### config.mk
export PLATFORM = sky130hd
export DESIGN_NAME = vspc_match
export DESIGN_NICKNAME = d
export VERILOG_FILES = /design/src/hdl/vspc_pkg.sv /design/src/hdl/vspc_match.sv
export SDC_FILE = /design/constraint.sdc
export NUM_CORES = 1
export LEC_CHECK = 0
export BUFFER_PORTS_ARGS = -buffer_cell sky130_fd_sc_hd__buf_2
export CAP_MARGIN = 10
export CORE_AREA = 2 2 107 109
export DETAILED_ROUTE_END_ITERATION = 10
export DIE_AREA = 0 0 109 111
export PLACE_DENSITY = 0.73
export SLEW_MARGIN = 0
export SYNTH_ARGS = -nofsm -noshare
export SYNTH_HDL_FRONTEND = slang
export SYNTH_SLANG_ARGS = --single-unit
### constraint.sdc
create_clock -name vclk -period 8.6
set_input_delay 1.72 -clock vclk [all_inputs]
set_output_delay 1.72 -clock vclk [all_outputs]
set_load 0.01 [all_outputs]
### src/hdl/vspc_pkg.sv
// vspc_pkg: shared types and codes for the virtual subnet policy check
// used by vspc_tbl_ram, vspc_match and virtual_subnet_policy_check_top
`default_nettype none

package vspc_pkg;

	typedef struct packed {
		logic        fam;
		logic [7:0]  pfx;
		logic [63:0] hi;
		logic [63:0] lo;
	} entry_t;

	localparam logic       REQ_LOAD  = 1'b0;
	localparam logic       REQ_CHECK = 1'b1;

	localparam logic [1:0] TBL_ALLOW  = 2'd0;
	localparam logic [1:0] TBL_DENY   = 2'd1;
	localparam logic [1:0] TBL_CONN   = 2'd2;
	localparam logic [1:0] NUM_TABLES = 2'd3;

	localparam logic [1:0] VC_ACCEPT   = 2'd0;
	localparam logic [1:0] VC_HOST     = 2'd1;
	localparam logic [1:0] VC_PRIVATE  = 2'd2;
	localparam logic [1:0] VC_SPECIFIC = 2'd3;

	localparam logic [2:0] REG_VIRT_ENABLED  = 3'd0;
	localparam logic [2:0] REG_HOST_ONLY     = 3'd1;
	localparam logic [2:0] REG_ACCEPT_PUBLIC = 3'd2;
	localparam logic [2:0] REG_USE_PRIVATE   = 3'd3;
	localparam logic [2:0] REG_ACCEPT_ALL    = 3'd4;
	localparam logic [2:0] REG_CNT_ALLOW     = 3'd5;
	localparam logic [2:0] REG_CNT_DENY      = 3'd6;
	localparam logic [2:0] REG_CNT_CONN      = 3'd7;

	localparam logic [7:0] HOST_PFX_V4 = 8'd32;
	localparam logic [7:0] HOST_PFX_V6 = 8'd128;

endpackage

`default_nettype wire

### src/hdl/vspc_match.sv
// vspc_match: compares one proposed subnet against one table entry under the entry mask
// depends on vspc_pkg
`default_nettype none

module vspc_match (
	input  wire logic          net_fam,
	input  wire logic [63:0]   net_hi,
	input  wire logic [63:0]   net_lo,
	input  wire logic [7:0]    net_pfx,
	input  wire vspc_pkg::entry_t ent,
	output logic               hit
);

	logic [7:0]   len4;
	logic [7:0]   len6;
	logic [31:0]  mask4;
	logic [127:0] mask6;
	logic [127:0] mask;
	logic [127:0] diff;

	always_comb begin
		len4  = (ent.pfx > vspc_pkg::HOST_PFX_V4) ? vspc_pkg::HOST_PFX_V4 : ent.pfx;
		len6  = (ent.pfx > vspc_pkg::HOST_PFX_V6) ? vspc_pkg::HOST_PFX_V6 : ent.pfx;
		mask4 = (len4 == 8'd0) ? 32'd0 : ({32{1'b1}} << (vspc_pkg::HOST_PFX_V4 - len4));
		mask6 = (len6 == 8'd0) ? 128'd0 : ({128{1'b1}} << (vspc_pkg::HOST_PFX_V6 - len6));
		mask  = ent.fam ? mask6 : {96'd0, mask4};
		diff  = ({net_hi, net_lo} ^ {ent.hi, ent.lo}) & mask;
		hit   = (ent.fam == net_fam) && (net_pfx >= ent.pfx) && (diff == 128'd0);
	end

endmodule

`default_nettype wire

### Word level (Yosys, flattened, before mapping)

Index checks and enable logic that the tools add are counted.

| storage, ports and cells | value |
|---|---|
| register bits after elaboration | 0 |
| output and inout port bits | 1 |
| input port bits | 274 |

| cells by class | value |
|---|---|
| add/subtract/negate cells | 2 |
| multiplexer cells | 5 |
| bitwise operators | 2 |
| $lt $le $gt $ge | 3 |
| reduce and logical (&&, ||, !) cells | 5 |
| shift-type cells | 2 |
| equality and inequality tests | 1 |

Operators by type and width:

| cell | number |
|---|---|
| 128-bit 2-to-1 mux | 2 |
| 128-bit AND | 1 |
| 128-bit logical NOT | 1 |
| 128-bit by 8-bit left shift with 128-bit output (first input constant) | 1 |
| 128-bit bitwise XOR | 1 |
| 32-bit 2-to-1 mux | 1 |
| 32-bit by 8-bit left shift with 32-bit output (first input constant) | 1 |
| 8-bit logical NOT | 2 |
| 8-bit 2-to-1 mux | 2 |
| 8-bit >= comparator | 1 |
| 8-bit by 6-bit > comparator with 1-bit output (second input constant) | 1 |
| 8-bit > comparator (second input constant) | 1 |
| 6-bit by 8-bit subtractor with 8-bit output (first input constant) | 1 |
| 8-bit subtractor (first input constant) | 1 |
| 1-bit logical AND | 2 |
| 1-bit equality test | 1 |

### Logic depth before layout (Yosys ltp)

Gate-level depths: netlist of the first run.

| logic depth | value |
|---|---|
| word-level depth | 9 |
| mapped depth | 17 |
| gate-level depth less buffers | 14 |

### Worst setup path after synthesis of the first run

OpenSTA, ideal clock, no wires.

| timing | value |
|---|---|
| kind | in2out |
| start | input port ent[134] (netlist bit) |
| end | output port hit |
| slack | 1,661 ps |
| data arrival time | 5,219 ps |
| stages on the path | 14 |
| data required time | 6,880 ps |
| cells stage by stage | buf_2 -> nor3_2 -> clkbuf_1 -> nand2_1 -> ha_1 -> clkbuf_1 -> nand2_1 -> nand3_1 -> a21oi_1 -> o41ai_1 -> a21oi_1 -> or4_1 -> or4_1 -> a2111oi_2 |

| on the way | value |
|---|---|
| cells in the longest elaborated chain, start to end | 9 |

Ends and longest elaborated chain:

| item | RTL line | text |
|---|---|---|
| from (decl) | vspc_match.sv:10 | `input wire vspc_pkg::entry_t ent,` |
| 8-bit > comparator / 8-bit by 6-bit > comparator with 1-bit output (equally long branches) | vspc_match.sv:23, vspc_match.sv:22 |  |
| 8-bit 2-to-1 mux, on equally long branches | vspc_match.sv:23, vspc_match.sv:22 |  |
| 8-bit subtractor / 6-bit by 8-bit subtractor with 8-bit output (equally long branches) | vspc_match.sv:25, vspc_match.sv:24 |  |
| 128-bit by 8-bit left shift with 128-bit output / 32-bit by 8-bit left shift with 32-bit output (equally long branches) | vspc_match.sv:25, vspc_match.sv:24 |  |
| 128-bit 2-to-1 mux / 32-bit 2-to-1 mux (equally long branches) | vspc_match.sv:25, vspc_match.sv:24 |  |
| 128-bit 2-to-1 mux | vspc_match.sv:26 | `mask = ent.fam ? mask6 : {96'd0, mask4};` |
| 128-bit AND | vspc_match.sv:27 | `diff = ({net_hi, net_lo} ^ {ent.hi, ent.lo}) & mask;` |
| 128-bit logical NOT | vspc_match.sv:28 | `hit = (ent.fam == net_fam) && (net_pfx >= ent.pfx) && (diff == 128'd0);` |
| 1-bit logical AND (*) | vspc_match.sv:28 |  |
| to (decl) | vspc_match.sv:11 | `output logic hit` |

Every way passes the cells marked *; elsewhere a longest branch is shown, timed or not.

### Final worst setup path of the first run

| timing | value |
|---|---|
| start | input port ent[135] (netlist bit) |
| end | output port hit |

Same word-level chain as after synthesis.

==> flow_summary.json, run 1 <==
{
  "status": "completed",
  "synth.distinct_cells": 77,
  "startpoint": "ent[135]",
  "postCtsSetupRepairBufs": 0,
  "num_rows": 39,
  "setup_viol": 0,
  "syn_avg_cell_area_um2": 6.684,
  "max-cap-violations": 0,
  "cts_resized": 0,
  "critical-path-slowest-cell": "nor3_2",
  "postCtsHoldBufs": 0,
  "drtAntennaViolNets": 0,
  "wl_per_cell_um": 19.02,
  "critical_path.max_fanout": 18,
  "crit_end": "hit",
  "placeableCoreArea_um2": 11080,
  "viasPerCell": 5.919,
  "die_y_um": 111,
  "hp-class": "in -> out",
  "synth_nets": 892,
  "tns_ns": 0,
  "hpwl_um": 15740,
  "grt_overflow_total": 0,
  "worstSetupEndpointType": "output pin",
  "synth_cells": 605,
  "nClkBuffers": 0,
  "crit_arrival_ns": 6.24,
  "min_period_ns": 7.956,
  "timing_worst_setup_path_type": "in -> out",
  "start_kind": "input port",
  "finalPower_mw": 0.3418,
  "critPathMaxStageDelay_ns": 0.86,
  "areaGrowthSynthToFinish_pct": 35.40,
  "flops_and_latches": 0,
  "synth_seq_area_share_pct": 0,
  "io_buffer_count": 275,
  "hold_ws_ns": 4.080,
  "layout_commonest_cell": "buf_2",
  "antenna_found_initial": 0,
  "period_share_pct": 92.51,
  "syn_area_um2": 4044,
  "grt_max_degree": 28,
  "start_util_pct": 36.51,
  "vias": 5883,
  "ys_warn_count": 0,
  "crit_chain": "buf_2 -> nor3_2 -> nand2_1 -> ha_1 -> nor2_1 -> or2_0 -> o21ai_0 -> nor2_1 -> o41ai_1 -> a21oi_1 -> or4_1 -> or4_1 -> a2111oi_2 -> buf_2",
  "post-place-ws_ns": 0.7420,
  "grt_pass1_wl_um": 27540,
  "crit_required_ns": 6.88,
  "die_w_um": 109,
  "drv_slew": 0,
  "layout-drive-gt1-share_pct": 35.49,
  "synth_area_leaders": "xnor2_1 (17%), xor2_1 (11%), a21oi_1 (8.3%)",
  "layout_common_cells": "buf_2 (275), xnor2_1 (79), a21oi_1 (67)",
  "worstMarginPinSlew_ns": 1.190,
  "synth_top_cell_by_area": "xnor2_1",
  "p_leak_nw": 2.387,
  "regArea_um2": 0,
  "fill_cells": 1168,
  "route.detailed.drc": 0,
  "first_pass_iters": 6,
  "netlist.area_leader.share_pct": 17.11,
  "setup_ws_ns": 0.6440,
  "vdd_drop_max_uv": 28.54,
  "grt_usage_pct": 29.01,
  "grt_pass1_vias": 5339,
  "ios": 275,
  "rsz0062_at_grt": "no",
  "timing.fmax_mhz": 125.7,
  "timing.slew.headroom_pct": 20.69,
  "fin_nets": 1140,
  "die_area_um2": 12100,
  "fin_cells": 994,
  "routabilityCongestion": 1.023,
  "drt-initial-drc-count": 749,
  "finalHoldViolCount": 0,
  "wirelength_um": 18900,
  "diodes": 0,
  "dp_cells": 994,
  "cellPowerDensity_nw_per_um2": 62.42
}
-- worst max-delay path, delay by kind of cell --
kind	cells	cell delay, ns
buffers and inverters	2	0.42
AOI/OAI and AO/OA	4	0.96
and+or+nand+nor	7	2.54
adders and majority gates	1	0.58
-- layer usage --
layer	global-route usage, %	share of wire, %	vias to the layer above
li1	-	-	2748
met1	37.35	38	2597
met2	47.91	46	470
met3	5.056	13	68
met4	10.34	3.8	0
met5	0	0	-
-- how the worst min path moves through the flow --
stage | from | cells after the start | slack, ns | endpoint
global route | net_lo[52] | 7 | 4.13 | hit
finish | net_lo[52] | 7 | 4.08 | hit
global placement | net_lo[52] | 7 | 4.07 | hit
CTS | net_lo[52] | 7 | 4.07 | hit
floorplan | net_lo[52] | 5 | 3.76 | hit
detailed placement | net_lo[52] | 7 | 4.07 | hit
-- synth_stat cells (9+ instances only) --
library cell	n
a21oi_1	67
a22oi_1	9
buf_2	9
clkbuf_1	21
ha_1	13
inv_1	15
nand2_1	41
nand3_1	16
nor2_1	43
nor2b_1	11
nor3_1	14
o21ai_0	47
xnor2_1	79
xor2_1	52
-- kinds of logic (layout without fill, tap and decap cells) --
kind of cell / count (synthesis) / after routing / share of synthesized area (%)
and+or+nand+nor: 190 / 190 / 25.59
xor gates and xnor gates: 131 / 131 / 28.37
adders and majority gates: 15 / 15 / 4.517
AOI/OAI and AO/OA: 219 / 219 / 35.80
muxes: 2 / 2 / 0.5260
buffers and inverters: 48 / 294 / 5.198
-- stage by stage --
stage / cell area, µm² / util, %
global route: 5475 / 49.43
CTS: 5475 / 49.43
detailed placement: 5475 / 49.43
global placement: 5475 / 49.43
floorplan: 4044 / -
finish: 5475 / 49.43
-- where the power goes --
group / leakage [nW] / switching [mW] / internal, mW / total, mW
Clock: 0 / 0 / 0 / 0
Combinational: 2.39 / 0.197 / 0.145 / 0.342
Sequential: 0 / 0 / 0 / 0
Total: 2.39 / 0.197 / 0.145 / 0.342
-- final cells by class --
type / count / area [µm²] / share of cell area (%)
Tap cell: 143 / 178.9 / 3.268
Inverter: 15 / 56.30 / 1.028
Timing Repair Buffer: 279 / 1406 / 25.69
Multi-Input combinational cell: 557 / 3834 / 70.02
No activity file was read; power rests on OpenSTA's default activity.
==> run 2, diff against run 1 <==
--- a/config.mk
+++ b/config.mk
@@ -5,7 +5,7 @@
 export SDC_FILE = /design/constraint.sdc
 export NUM_CORES = 1
 export LEC_CHECK = 0
-export BUFFER_PORTS_ARGS = -buffer_cell sky130_fd_sc_hd__buf_2
+export BUFFER_PORTS_ARGS = -buffer_cell sky130_fd_sc_hd__buf_4
 export CAP_MARGIN = 10
 export CORE_AREA = 2 2 107 109
 export DETAILED_ROUTE_END_ITERATION = 10
==> constraint.sdc (replaced) <==
create_clock -name vclk -period 8.6
set_input_delay 0.86 -clock vclk [all_inputs]
set_output_delay 0.86 -clock vclk [all_outputs]
set_load 0.02 [all_outputs]
==> flow_summary.json, run 2 (synthesis results as in run 1) <==
{
  "rsz0062_at_grt": "no",
  "die_y_um": 111,
  "setup_viol": 0,
  "drv_slew": 0,
  "drt-initial-drc-count": 595,
  "cts_resized": 0,
  "antenna_found_initial": 0,
  "max-cap-violations": 0,
  "areaGrowthSynthToFinish_pct": 52.23,
  "worstSetupEndpointType": "output pin",
  "die_w_um": 109,
  "start_kind": "input port",
  "timing_worst_setup_path_type": "in -> out",
  "grt_usage_pct": 30.72,
  "hold_ws_ns": 2.374,
  "regArea_um2": 0,
  "layout_common_cells": "buf_4 (278), xnor2_1 (79), a21oi_1 (67)",
  "post-place-ws_ns": 2.655,
  "num_rows": 39,
  "finish.utilization_pct": 55.57,
  "postCtsHoldBufs": 0,
  "crit_required_ns": 7.74,
  "hold_depth": 7,
  "power_frac_seq_pct": 0,
  "min_period_ns": 6.116,
  "wirelength_um": 19650,
  "grt_pass1_vias": 5673,
  "grt_overflow_total": 0,
  "sw_frac_of_total_pct": 52.61,
  "layout-drive-gt1-share_pct": 35.41,
  "route.detailed.drc": 0,
  "finalHoldViolCount": 0,
  "grt_pass1_wl_um": 29420,
  "pwr-share-clk_pct": 0,
  "critical_path.max_fanout": 18,
  "combPwrFrac_pct": 100.0,
  "first_pass_iters": 5,
  "fin_nets": 1139,
  "vdd_drop_max_uv": 31.77,
  "p_int_mw": 0.1788,
  "wl_per_cell_um": 19.79,
  "crit_end": "hit",
  "start_util_pct": 36.51,
  "hp-class": "in -> out",
  "cellPowerDensity_nw_per_um2": 61.28,
  "ios": 275,
  "drtAntennaViolNets": 0,
  "status": "completed",
  "placeableCoreArea_um2": 11080,
  "diodes": 0,
  "io_buffer_count": 275,
  "routabilityCongestion": 0.9931,
  "timing.fmax_mhz": 163.5,
  "hpwl_um": 16500,
  "setup_ws_ns": 2.484,
  "vias": 5902,
  "layout_commonest_cell": "buf_4",
  "grt_max_degree": 28,
  "switchingPower_mw": 0.1985,
  "crit_arrival_ns": 5.26,
  "worstMarginPinSlew_ns": 1.211,
  "die_area_um2": 12100,
  "period_share_pct": 71.11,
  "nClkBuffers": 0,
  "viasPerCell": 5.944,
  "tns_ns": 0,
  "startpoint": "ent[135]",
  "flops_and_latches": 0,
  "timing.slew.headroom_pct": 19.28,
  "p_leak_nw": 2.621,
  "postCtsSetupRepairBufs": 0
}
[run 2: cell count changes in the layout (fill, tap and decap cells not counted)]
cell and delta:
buf_2 -275, buf_4 +274
[run 2: per-layer routing]
layer,GRT usage (%),part of all wire [%]
met1,38.52,38
met2,52.63,48
met3,4.703,11
met4,10.43,3.6
met5,0,0
[run 2: stage by stage]
| step | power [mW] | cells | instance area (µm²) |
|---|---|---|---|
| finish | 0.3772 | 993 | 6156 |
| global placement | 0.3683 | 993 | 6156 |
| floorplan | 0.1925 | 605 | 4044 |
| global route | 0.4032 | 993 | 6156 |
| detailed placement | 0.3665 | 993 | 6156 |
| CTS | 0.3685 | 993 | 6156 |
[run 2: how the worst min path moves through the flow]
| stage | startpoint | endpoint | slack, ns |
|---|---|---|---|
| floorplan | net_lo[52] | hit | 2.07 |
| global placement | net_lo[52] | hit | 2.35 |
| detailed placement | net_lo[52] | hit | 2.36 |
| CTS | net_lo[52] | hit | 2.37 |
| global route | net_lo[52] | hit | 2.39 |
| finish | net_lo[52] | hit | 2.37 |
[run 2: area by class of cell]
type	count	area, µm²
fill	1131	4921
inverter	15	56.30
multi-input combinational	557	3834
tap	143	178.9
timing repair buffer	278	2087
[run 2: worst max-delay path: stages]
cell,delay [ns]
buf_4,0.20
inv_1,0.13
nand2_1,0.11
ha_1,0.46
inv_1,0.09
ha_1,0.52
o21ai_0,0.80
a21oi_1,0.15
or4_1,0.54
nor4_1,0.30
nand3_1,0.13
o41a_1,0.38
a2111oi_2,0.33
buf_4,0.22
[run 2: power by group through the flow]
| stage | clock network, mW | registers, mW | logic [mW] |
|---|---|---|---|
| floorplan | 0 | 0 | 0.192 |
| global placement | 0 | 0 | 0.368 |
| detailed placement | 0 | 0 | 0.367 |
| CTS | 0 | 0 | 0.368 |
| global route | 0 | 0 | 0.403 |
| finish | 0 | 0 | 0.377 |
